### src/rtl/sdma_pkg.sv
// ---------------------------------------------------------------------------
// sdma_pkg: shared types and codes for the sprite DMA sequencer
// Request codes, bus action codes, transfer constants and the result beat.
// ---------------------------------------------------------------------------
`default_nettype none

package sdma_pkg;

   // request codes
   localparam logic [1:0] REQ_START    = 2'd0;
   localparam logic [1:0] REQ_CPU_READ = 2'd1;
   localparam logic [1:0] REQ_TICK     = 2'd2;

   // bus action codes
   localparam logic [1:0] OP_NONE  = 2'd0;
   localparam logic [1:0] OP_READ  = 2'd1;
   localparam logic [1:0] OP_DUMMY = 2'd2;
   localparam logic [1:0] OP_WRITE = 2'd3;

   // transfer bookkeeping
   localparam int          COUNT_WIDTH    = 10;
   localparam logic [9:0]  TRANSFER_TOTAL = 10'h200;
   localparam logic [15:0] PORT_A         = 16'h4016;
   localparam logic [15:0] PORT_B         = 16'h4017;

   // one result beat
   typedef struct packed {
      logic [1:0]  bus_op;
      logic [15:0] bus_address;
      logic [7:0]  oam_data;
      logic        busy_res;
      logic        cpu_proceed;
   } sdma_result_type;

endpackage

`default_nettype wire

### src/rtl/sdma_engine.sv
// ---------------------------------------------------------------------------
// sdma_engine: sequencer state and per-cycle bus action decode
// Holds the DMA state and works out one bus action for each accepted beat.
// ---------------------------------------------------------------------------
`default_nettype none

module sdma_engine (
   input  wire logic                     clock,
   input  wire logic                     reset,
   input  wire logic                     accept,
   input  wire logic [1:0]               req_type,
   input  wire logic [7:0]               page,
   input  wire logic [15:0]              cpu_address,
   input  wire logic [7:0]               bus_data,
   output sdma_pkg::sdma_result_type     result
);

   logic                                  halt_pending_ff, halt_pending_in;
   logic                                  sprite_active_ff, sprite_active_in;
   logic [7:0]                            source_page_ff, source_page_in;
   logic [7:0]                            read_offset_ff, read_offset_in;
   logic [sdma_pkg::COUNT_WIDTH-1:0]      transfer_count_ff, transfer_count_in;
   logic [sdma_pkg::COUNT_WIDTH-1:0]      count_inc;
   logic                                  cycle_odd_ff, cycle_odd_in;
   logic                                  skip_dummy_ff, skip_dummy_in;
   logic [15:0]                           halted_address_ff, halted_address_in;
   logic [7:0]                            data_latch_ff, data_latch_in;
   logic [1:0]                            op;
   logic [15:0]                           addr;
   logic                                  proceed;

   assign count_inc = transfer_count_ff + 1'b1;

   // decode this cycle's bus action and next state
   always_comb begin
      halt_pending_in   = halt_pending_ff;
      sprite_active_in  = sprite_active_ff;
      source_page_in    = source_page_ff;
      read_offset_in    = read_offset_ff;
      transfer_count_in = transfer_count_ff;
      skip_dummy_in     = skip_dummy_ff;
      halted_address_in = halted_address_ff;
      data_latch_in     = data_latch_ff;
      op                = sdma_pkg::OP_NONE;
      addr              = 16'h0000;
      proceed           = 1'b0;
      if (req_type == sdma_pkg::REQ_START) begin
         halt_pending_in  = 1'b1;
         sprite_active_in = 1'b1;
         source_page_in   = page;
      end else if (req_type == sdma_pkg::REQ_CPU_READ && halt_pending_ff) begin
         // take over the CPU read as the halt cycle
         op                = sdma_pkg::OP_DUMMY;
         addr              = cpu_address;
         halted_address_in = cpu_address;
         skip_dummy_in     = (cpu_address == sdma_pkg::PORT_A) ||
                             (cpu_address == sdma_pkg::PORT_B);
         halt_pending_in   = 1'b0;
         read_offset_in    = 8'h00;
         transfer_count_in = '0;
      end else if (sprite_active_ff && !halt_pending_ff) begin
         if (cycle_odd_ff) begin
            op                = sdma_pkg::OP_READ;
            addr              = {source_page_ff, read_offset_ff};
            read_offset_in    = read_offset_ff + 8'h01;
            transfer_count_in = count_inc;
         end else if (transfer_count_ff[0]) begin
            op                = sdma_pkg::OP_WRITE;
            data_latch_in     = bus_data;
            transfer_count_in = count_inc;
            if (count_inc == sdma_pkg::TRANSFER_TOTAL) begin
               sprite_active_in = 1'b0;
               proceed          = 1'b1;
            end
         end else if (!skip_dummy_ff) begin
            // alignment dummy read
            op   = sdma_pkg::OP_DUMMY;
            addr = halted_address_ff;
         end
      end else if (req_type == sdma_pkg::REQ_CPU_READ && !sprite_active_ff) begin
         proceed = 1'b1;
      end
      cycle_odd_in = ~cycle_odd_ff;
   end

   // assemble the result beat
   always_comb begin
      result.bus_op      = op;
      result.bus_address = addr;
      result.oam_data    = (op == sdma_pkg::OP_WRITE) ? data_latch_in : 8'h00;
      result.busy_res    = sprite_active_in | halt_pending_in;
      result.cpu_proceed = proceed;
   end

   // advance state on each accepted beat
   always_ff @(posedge clock) begin
      if (reset) begin
         halt_pending_ff   <= 1'b0;
         sprite_active_ff  <= 1'b0;
         source_page_ff    <= 8'h00;
         read_offset_ff    <= 8'h00;
         transfer_count_ff <= '0;
         cycle_odd_ff      <= 1'b0;
         skip_dummy_ff     <= 1'b0;
         halted_address_ff <= 16'h0000;
         data_latch_ff     <= 8'h00;
      end else if (accept) begin
         halt_pending_ff   <= halt_pending_in;
         sprite_active_ff  <= sprite_active_in;
         source_page_ff    <= source_page_in;
         read_offset_ff    <= read_offset_in;
         transfer_count_ff <= transfer_count_in;
         cycle_odd_ff      <= cycle_odd_in;
         skip_dummy_ff     <= skip_dummy_in;
         halted_address_ff <= halted_address_in;
         data_latch_ff     <= data_latch_in;
      end
   end

endmodule

`default_nettype wire

### src/rtl/sdma_rsp_buf.sv
// ---------------------------------------------------------------------------
// sdma_rsp_buf: result register with skid stage
// Registers each result beat and parks one extra beat while the sink stalls.
// ---------------------------------------------------------------------------
`default_nettype none

module sdma_rsp_buf (
   input  wire logic                     clock,
   input  wire logic                     reset,
   input  wire logic                     in_valid,
   input  wire sdma_pkg::sdma_result_type in_data,
   output logic                          in_stall,
   output logic                          out_valid,
   output sdma_pkg::sdma_result_type     out_data,
   input  wire logic                     out_stall
);

   logic                       out_valid_ff;
   logic                       skid_valid_ff;
   sdma_pkg::sdma_result_type  out_data_ff;
   sdma_pkg::sdma_result_type  skid_data_ff;
   logic                       accept;

   assign in_stall  = skid_valid_ff;
   assign accept    = in_valid & ~skid_valid_ff;
   assign out_valid = out_valid_ff;
   assign out_data  = out_data_ff;

   // control: refill the output register or park the beat in the skid
   always_ff @(posedge clock) begin
      if (reset) begin
         out_valid_ff  <= 1'b0;
         skid_valid_ff <= 1'b0;
      end else if (!out_valid_ff || !out_stall) begin
         if (skid_valid_ff) begin
            out_valid_ff  <= 1'b1;
            skid_valid_ff <= 1'b0;
         end else begin
            out_valid_ff <= accept;
         end
      end else if (accept) begin
         skid_valid_ff <= 1'b1;
      end
   end

   // payload
   always_ff @(posedge clock) begin
      if (!out_valid_ff || !out_stall) begin
         out_data_ff <= skid_valid_ff ? skid_data_ff : in_data;
      end else if (accept) begin
         skid_data_ff <= in_data;
      end
   end

endmodule

`default_nettype wire

### src/rtl/sprite_dma_sequencer_top.sv
// ---------------------------------------------------------------------------
// sprite_dma_sequencer_top: sprite memory DMA sequencer
// One request beat per CPU bus cycle in, one bus action beat out.
// ---------------------------------------------------------------------------
// Each request beat stands for one CPU bus cycle and produces exactly one
// response beat that names the bus action for that cycle. A start beat
// latches the source page; the next CPU read becomes the halt cycle, after
// which reads and sprite memory writes alternate by cycle parity until the
// count reaches 512 (256 reads, 256 writes). Throughput is one beat per
// clock while the skid is empty: the step logic is a single combinational
// pass from the state registers to the response register, and a two-entry
// output buffer (response register plus skid) parks one beat while the
// response side stalls; requests stall while the skid is full.
`default_nettype none

module sprite_dma_sequencer_top (
   input  wire logic        clock,
   input  wire logic        reset,
   input  wire logic        req_valid,
   output logic             req_stall,
   input  wire logic [1:0]  req_type,
   input  wire logic [7:0]  req_page,
   input  wire logic [15:0] req_cpu_address,
   input  wire logic [7:0]  req_bus_data,
   output logic             rsp_valid,
   input  wire logic        rsp_stall,
   output logic [1:0]       rsp_bus_op,
   output logic [15:0]      rsp_bus_address,
   output logic [7:0]       rsp_oam_data,
   output logic             rsp_busy_res,
   output logic             rsp_cpu_proceed
);

   sdma_pkg::sdma_result_type step_result;
   sdma_pkg::sdma_result_type rsp_result;
   logic                      accept;

   assign accept = req_valid & ~req_stall;

   // sequencer state and step logic
   sdma_engine u_engine (
      .clock       (clock),
      .reset       (reset),
      .accept      (accept),
      .req_type    (req_type),
      .page        (req_page),
      .cpu_address (req_cpu_address),
      .bus_data    (req_bus_data),
      .result      (step_result)
   );

   // response register and skid
   sdma_rsp_buf u_rsp_buf (
      .clock     (clock),
      .reset     (reset),
      .in_valid  (req_valid),
      .in_data   (step_result),
      .in_stall  (req_stall),
      .out_valid (rsp_valid),
      .out_data  (rsp_result),
      .out_stall (rsp_stall)
   );

   assign rsp_bus_op      = rsp_result.bus_op;
   assign rsp_bus_address = rsp_result.bus_address;
   assign rsp_oam_data    = rsp_result.oam_data;
   assign rsp_busy_res    = rsp_result.busy_res;
   assign rsp_cpu_proceed = rsp_result.cpu_proceed;

endmodule

`default_nettype wire

### config.mk
export PLATFORM = sky130hd
export DESIGN_NAME = sprite_dma_sequencer_top
export DESIGN_NICKNAME = d
export VERILOG_FILES = /design/src/rtl/sdma_pkg.sv /design/src/rtl/sdma_engine.sv /design/src/rtl/sdma_rsp_buf.sv /design/src/rtl/sprite_dma_sequencer_top.sv
export SDC_FILE = /design/constraint.sdc
export NUM_CORES = 1
export LEC_CHECK = 0
export BUFFER_PORTS_ARGS = -buffer_cell sky130_fd_sc_hd__buf_4
export CORE_MARGIN = 4
export CORE_UTILIZATION = 40
export CTS_CLUSTER_DIAMETER = 200
export DETAILED_ROUTE_END_ITERATION = 12
export SYNTH_ARGS = -nofsm -noshare
export SYNTH_HDL_FRONTEND = slang
export SYNTH_SLANG_ARGS = --single-unit
### constraint.sdc
create_clock -name clock -period 4.1 [get_ports clock]
set_clock_uncertainty 0.15 [all_clocks]
set_input_delay 0.82 -clock clock [delete_from_list [all_inputs] [get_ports clock]]
set_output_delay 0.82 -clock clock [all_outputs]
set_load 0.05 [all_outputs]
==> results.toml, run 1 <==
[finish]
nFillCells = 1028
fin_nets = 543
drive_above_1_share_pct = 23.9
seqCellArea_sq_um = 2640
fin_util_pct = 49.7
num_antenna_cells = 0
area_growth_pct = 19.4
multi_input_area_sq_um = 1830
fin_cells = 647

[sta]
setup_tns_ns = 0
rsz0062_at_grt = "false"
slew_violations = 0
relSlewSlack_pct = 26.0
period_needed_ns = 2.64
worst_slew_pin_slew_ns = 1.10
max_freq_mhz = 379
final-setup-viol-count = 0
hold_viol_final = 0
holdWs_ns = 0.304
timing.final.crit_share_pct = 64.3

[worst_setup_path]
crit_slowest_cell = "inv_2"
reg2reg_depth = 5
max_stage_delay_ns = 0.54
crit_path_end_kind = "register"
worstSetupPathType = "reg2reg"
cp_top_family = "simple AND/OR/NAND/NOR gates"
required_ns = 4.23
worstPathMaxFanout = 26
crit_cells = 5
worstSetupStartpointType = "register"
path_cells = "inv_2 > nand2_1 > a211o_1 > or3_1 > a21oi_1"
critPathBufInv = 1
arrival_ns = 2.76

[power_and_ir_drop]
power.total_w = 0.00218
power.leakage_nw = 1.97
vdd_ir_drop_max_mv = 0.174
pwr_density_cell_nw_per_um2 = 398

[clock_tree]
htree_num_levels = 3
cts.repair.resized = 0
cts.clk_slew.worst_paths_ns = 0.07
numCtsBuffers = 9
cts_hold_buf = 0
clock_latency_ns = 0.35
clockRootBuffer = "clkbuf_16"
tritoncts = "yes"
postCtsSetupRepairBufs = 0
clockBufferDepth = 2
cts.sinks = 104

[logic_synthesis]
netlist_top_cells_count = "nand2_1, edfxtp_1, dfxtp_1"
synthFlopType = "edfxtp_1"
netlist-cell-type-count = 49
syn_area_sq_um = 4590
yosys-top-cells-area = "edfxtp_1, dfxtp_1, nand2_1, mux2_2, a21oi_1"
yosysSeqAreaShare_pct = 57.5
synth-async-reset-ratio_pct = 0
yosysWarnings = 0
syn_avg_cell_area_sq_um = 10.3
synth_edf_count = 56
yosys_register_bits = 104
yosysMostFrequentCell = "nand2_1"
synth_top_area_cell = "edfxtp_1"
syn_nets = 486
syn_inst = 445
synth_top_area_share_pct = 36.6

[routing]
wl_per_cell_um = 16.4
routed_via_density = 5.36
ant_nets = 0
drtIter0Drc = 199
post-route-drc-count = 0
drt_pass1_iterations = 5
wl_um = 10600
via_count = 3465

[floorplanning]
core_area_sq_um = 11000
initial_core_util_pct = 41.7
die_w_um = 115
die_height_um = 115
ioPinCount = 68
rows = 38
die_area_sq_um = 13300

[global_routing]
antenna_found_initial = 0
grt_overflow_total = 0
grt_use_total_pct = 16.5
grt_max_degree = 44
grt_first_pass_wirelength_um = 17200
grt_pass1_vias = 3324

[hold_path]
min_delay_path_depth = 2
min_path_type = "reg2reg"

[placement]
dpl.hpwl_um = 7260
dp_cells = 631
gp_congestion = 0.782
portBuffers = 67

[flow_run]
max_cap_viol_count = 0

[outcome]
outcome = "finished, final reports clean"
## cell families after synthesis
kind of cell | count (synthesis) | share of synthesized area, %
xor+xnor | 7 | 1.33
flops | 104 | 57.5
mux | 26 | 6.32
fa+ha+maj | 3 | 0.817
compound gates | 104 | 13.6
simple gates | 170 | 17.7
buf+inv | 31 | 2.70
## power breakdown
part           switching [W]  internal (W)
Combinational       0.000141     0.0000687
Sequential         0.0000185       0.00112
Clock               0.000403      0.000429
## layer usage
layer,wire length (um),up-vias,track usage [%]
met5,0,-,0
met4,153,0,5.71
met3,587,12,2.63
met2,5040,80,26.5
met1,4830,1660,22.9
li1,-,1713,-
## tightest hold or removal path: cells and delay by family (launching register included)
kind               cells  cell delay (ns)
and+or+nand+nor        1             0.05
AOI/OAI and AO/OA      1             0.05
DFF                    1             0.31
## per-stage QoR
step | setup WS (ns) | area [sq um]
floorplan | 0.763 | 4590
global placement | 1.41 | 5200
detailed placement | 1.37 | 5200
CTS | 1.40 | 5490
global route | 1.25 | 5490
finish | 1.46 | 5490
## worst paths after layout
kind                                 startpoint                             to  slack [ns]
setup / recovery             u_rsp_buf.in_stall  u_engine.transfer_count_ff[1]        1.46
setup reg to reg             u_rsp_buf.in_stall  u_engine.transfer_count_ff[1]        1.46
hold reg to reg   u_engine.halted_address_ff[3]  u_engine.halted_address_ff[3]        0.30
hold / removal    u_engine.halted_address_ff[3]  u_engine.halted_address_ff[3]        0.30
## flip-flops by register name, summed over array words and instances (netlist names)
signal / count
u_engine.halted_address_ff: 16
u_engine.read_offset_ff: 8
u_rsp_buf.out_valid: 1
u_rsp_buf.in_stall: 1
u_rsp_buf.out_data: 28
u_engine.skip_dummy_ff: 1
u_engine.sprite_active_ff: 1
u_engine.source_page_ff: 8
u_engine.cycle_odd_ff: 1
u_engine.halt_pending_ff: 1
u_rsp_buf.skid_data_ff: 28
u_engine.transfer_count_ff: 10
## cell usage in the layout (no fill, tap or decap), types with 7 or more instances in the layout
cell type  count
dfxtp_1       48
a21oi_1       41
mux2_2        24
and2_1         9
a22oi_1       19
clkbuf_16      9
nand2_1       85
o21ai_0       14
nor2_1        26
edfxtp_1      56
o21ai_1       13
nor3_1         7
buf_4         70
## layout make-up
| cell class | count | share of cell area, % |
|---|---|---|
| Sequential cell | 104 | 48.2 |
| Clock inverter | 6 | 1.05 |
| Tap cell | 140 | 3.19 |
| Inverter | 7 | 0.479 |
| Multi-Input combinational cell | 310 | 33.4 |
| Timing Repair Buffer | 70 | 9.58 |
| Clock buffer | 10 | 4.17 |
Power figures use the tool's default switching activity.
==> run 2, diff against run 1 <==
- clock period: 4.1 -> 2.5 ns (I/O delays scaled with it)
==> results.toml, run 2 (synthesis results as in run 1) <==
[power_and_ir_drop]
swShare_pct = 23.8
comb_power_share_pct = 9.7
p_seq_share_pct = 50.0
power.leakage_nw = 2.04
vdd_ir_drop_max_mv = 0.283
p_int_w = 0.00285
switchingPower_w = 0.000892
clock_power_share_pct = 40.3
pwr_density_cell_nw_per_um2 = 665

[sta]
fin_ws_ns = 0.265
worst_slew_pin_slew_ns = 0.656
hold_viol_final = 0
slew_violations = 0
setup_tns_ns = 0
period_needed_ns = 2.24
final-setup-viol-count = 0
timing.final.crit_share_pct = 89.4
max_freq_mhz = 447
relSlewSlack_pct = 56.2
rsz0062_at_grt = "false"

[global_routing]
use_met3_pct = 2.47
grt.busiest_layer = "met2"
global_route.usage.met2_pct = 26.7
grt_overflow_total = 0
grt_pass1_vias = 3399
grt_first_pass_wirelength_um = 17500
grt_use_total_pct = 16.9
antenna_found_initial = 0
grt_max_degree = 44
use_met1_pct = 23.5

[worst_setup_path]
crit_path_end_kind = "register"
path_cells = "ha_1 > nand4_1 > nor4b_1 > o211ai_1 > a211oi_1 > a21oi_1"
arrival_ns = 2.16
critPathBufInv = 0
cp_top_family = "compound AO/OA/AOI/OAI gates"
worstPathMaxFanout = 6
max_stage_delay_ns = 0.43
worstSetupStartpointType = "register"
crit_slowest_cell = "dfxtp_1"
required_ns = 2.43
worstSetupPathType = "reg2reg"

[floorplanning]
initial_core_util_pct = 41.7
die_area_sq_um = 13300
die_w_um = 115
rows = 38
die_height_um = 115
core_area_sq_um = 11000
ioPinCount = 68

[clock_tree]
cts.sinks = 104
tritoncts = "yes"
cts_hold_buf = 0
cts.repair.resized = 0
clock_latency_ns = 0.35
numCtsBuffers = 9
clockBufferDepth = 2
clockRootBuffer = "clkbuf_16"
postCtsSetupRepairBufs = 0
cts.clk_slew.worst_paths_ns = 0.07
htree_num_levels = 3

[hold_path]
min_path_type = "in2reg"

[finish]
nFillCells = 1058
num_antenna_cells = 0
fin_util_pct = 51.0
area_growth_pct = 22.5
layout_commonest_cell = "nand2_1"
drive_above_1_share_pct = 25.8
fin_nets = 555
stdcell_area_sq_um = 5630
mostFrequentLayoutCells = "nand2_1, buf_4, edfxtp_1"

[placement]
place_area_sq_um = 5310
dpl.hpwl_um = 7500
pre_cts_ws_ns = 0.286
gp_congestion = 0.825
portBuffers = 67

[routing]
post-route-drc-count = 0
via_count = 3506
wl_um = 10900
drtIter0Drc = 245
routed_via_density = 5.32
drt_pass1_iterations = 5
ant_nets = 0
wl_per_cell_um = 16.5

[outcome]
outcome = "finished, final reports clean"

[flow_run]
max_cap_viol_count = 0
==> run 2: metal layers <==
metal  share of wire, %  vias to the layer above  routed length, um
met3                5.1                        9                552
li1                   -                     1740                  -
met1                 48                     1668               5260
met4               0.72                        0                 79
met5                  0                        -                  0
met2                 46                       89               5010
==> run 2: path summary, 6_finish.rpt <==
| path | start | to | slack (ns) | cells after the start |
|---|---|---|---|---|
| hold / removal | req_page[5] | u_engine.source_page_ff[5] | 0.25 | 3 |
| hold reg to reg | u_engine.halted_address_ff[9] | u_engine.halted_address_ff[9] | 0.30 | 2 |
| setup / recovery | u_engine.transfer_count_ff[1] | u_rsp_buf.out_data[1] | 0.26 | 6 |
| setup reg to reg | u_engine.transfer_count_ff[1] | u_rsp_buf.out_data[1] | 0.26 | 6 |
==> run 2: power by group through the flow <==
stage               clock (W)  sequential [W]  combinational (W)
finish                0.00151         0.00187           0.000363
global route          0.00161         0.00188           0.000386
CTS                   0.00154         0.00187           0.000366
detailed placement          0         0.00191           0.000365
global placement            0         0.00191           0.000362
floorplan                   0         0.00201           0.000111
==> run 2: worst register-to-register path: cells and delay by family, from the launching register on <==
family / cells / cell delay (ns)
AOI/OAI and AO/OA: 3 / 0.66
and+or+nand+nor: 2 / 0.47
DFF: 1 / 0.43
adders and majority gates: 1 / 0.28
==> run 2: through the flow <==
step	std cells	hold WS [ns]	power (W)
2_1_floorplan	445	0.286	0.00212
3_3_place_gp	643	0.292	0.00227
3_5_place_dp	643	0.298	0.00227
4_1_cts	659	0.252	0.00378
5_1_grt	659	0.266	0.00387
6_report	659	0.251	0.00374
==> run 2: cell type report <==
class | count | area (sq um) | area share (%)
flip-flops and latches | 104 | 2640 | 46.9
multi-input cells | 310 | 1840 | 32.6
repair buffers | 82 | 628 | 11.2
clock buffers | 10 | 229 | 4.07
well taps | 140 | 175 | 3.11
clock inverters | 6 | 91.3 | 1.62
inverters | 7 | 26.3 | 0.467
==> run 3, diff against run 2 <==
- CAP_MARGIN: not set -> 5
- CTS_BUF_LIST: not set -> sky130_fd_sc_hd__clkbuf_16
- clock period: 2.5 -> 2.8 ns (I/O delays scaled with it)
==> results.toml, run 3 (synthesis results as in run 1) <==
[outcome]
outcome = "finished, final reports clean"

[clock_tree]
cts.repair.resized = 0
clock_latency_ns = 0.33
cts.sinks = 104
clockRootBuffer = "clkbuf_16"
cts_hold_buf = 0
clockBufferDepth = 2
cts.clk_slew.worst_paths_ns = 0.07
tritoncts = "yes"
htree_num_levels = 3
postCtsSetupRepairBufs = 0
numCtsBuffers = 9

[hold_path]
min_delay_path_depth = 2
hold_path.startpoint = "u_engine.halted_address_ff[5]"
min_to = "u_engine.halted_address_ff[5]"
min_path_type = "reg2reg"

[finish]
mostFrequentLayoutCells = "nand2_1, buf_4, edfxtp_1"
fin_nets = 551
area_growth_pct = 21.6
drive_above_1_share_pct = 24.9
stdcell_area_sq_um = 5590
layout_commonest_cell = "nand2_1"
num_antenna_cells = 0
nFillCells = 1045

[global_routing]
grt_max_degree = 44
grt_pass1_vias = 3409
grt_first_pass_wirelength_um = 17300
grt_overflow_total = 0
grt_use_total_pct = 16.5
antenna_found_initial = 0

[power_and_ir_drop]
comb_power_share_pct = 9.7
p_int_w = 0.00250
swShare_pct = 23.5
power.leakage_nw = 2.02
p_seq_share_pct = 51.1
clock_power_share_pct = 39.1
switchingPower_w = 0.000768
pwr_density_cell_nw_per_um2 = 584
vdd_ir_drop_max_mv = 0.384

[worst_setup_path]
worstSetupPathType = "reg2reg"
reg2reg_slack_ns = 0.55
required_ns = 2.71
worstSetupStartpointType = "register"
r2r-start = "u_engine.transfer_count_ff[1]"
arrival_ns = 2.16
cp_top_family = "compound AO/OA/AOI/OAI gates"
crit_slowest_cell = "dfxtp_1"
path_cells = "ha_1 > nand4_1 > nor4b_1 > o211ai_1 > a211oi_1 > a21oi_1"
max_stage_delay_ns = 0.43
worstPathMaxFanout = 6
crit_path_end_kind = "register"
critPathBufInv = 0
rr_endpoint = "u_rsp_buf.out_data[1]"
reg2reg_depth = 6

[sta]
timing.final.crit_share_pct = 80.5
final-setup-viol-count = 0
worst_slew_pin_slew_ns = 0.613
period_needed_ns = 2.25
setup_tns_ns = 0
max_freq_mhz = 444
rsz0062_at_grt = "false"
hold_viol_final = 0
slew_violations = 0
relSlewSlack_pct = 59.1

[floorplanning]
ioPinCount = 68
die_height_um = 115
rows = 38
die_area_sq_um = 13300
core_area_sq_um = 11000
initial_core_util_pct = 41.7
die_w_um = 115

[routing]
routed_via_density = 5.24
ant_nets = 0
wl_per_cell_um = 16.1
drtIter0Drc = 205
post-route-drc-count = 0
wl_um = 10500
via_count = 3433
drt_pass1_iterations = 5

[placement]
portBuffers = 67
dpl.hpwl_um = 7240
gp_congestion = 0.848
place_area_sq_um = 5280

[flow_run]
max_cap_viol_count = 0
[run 3: worst min-delay path: stages, from the launching register on]
cell and delay, ns:
dfxtp_1 0.31, nand2_1 0.05, a21oi_1 0.05
[run 3: metrics by stage]
step / hold slack (ns) / worst slack, ns / util, % / total power (W) / std cells
after floorplan: 0.286 / 0.246 / - / 0.00189 / 445
after global placement: 0.293 / 0.506 / 47.8 / 0.00202 / 639
after detailed placement: 0.299 / 0.482 / 47.8 / 0.00202 / 639
after CTS: 0.308 / 0.568 / 50.6 / 0.00329 / 655
after global routing: 0.331 / 0.399 / 50.6 / 0.00338 / 655
final: 0.307 / 0.547 / 50.6 / 0.00326 / 655
[run 3: power by group through the flow]
stage,clock network (W),logic [W],registers [W]
2_1_floorplan,0,0.0000986,0.00179
3_3_place_gp,0,0.000318,0.00170
3_5_place_dp,0,0.000320,0.00170
4_1_cts,0.00130,0.000321,0.00167
5_1_grt,0.00137,0.000341,0.00167
6_report,0.00128,0.000318,0.00167
[run 3: worst max path at each step]
stage,start,end,slack (ns),cells after the start
global route,u_engine.transfer_count_ff[1],u_rsp_buf.out_data[1],0.40,6
floorplan,u_rsp_buf.out_valid,u_rsp_buf.skid_data_ff[0],0.25,2
global placement,req_valid,u_engine.read_offset_ff[4],0.51,6
detailed placement,req_valid,u_engine.read_offset_ff[6],0.48,6
finish,u_engine.transfer_count_ff[1],u_rsp_buf.out_data[1],0.55,6
CTS,u_engine.transfer_count_ff[1],u_rsp_buf.out_data[1],0.57,6
[run 3: cell type report]
class	instances	area [sq um]	share of cell area, %
Sequential cell	104	2640	47.3
Multi-Input combinational cell	310	1840	32.9
Timing Repair Buffer	78	598	10.7
Clock buffer	10	250	4.48
Tap cell	140	175	3.14
Clock inverter	6	58.8	1.05
Inverter	7	26.3	0.470
[run 3: routing by layer]
metal,up-vias,track usage (%),share of wire (%)
met4,0,4.46,1.2
met1,1613,23.9,48
met3,8,3.26,5.2
li1,1730,-,-
met5,-,0,0
met2,82,25.3,45
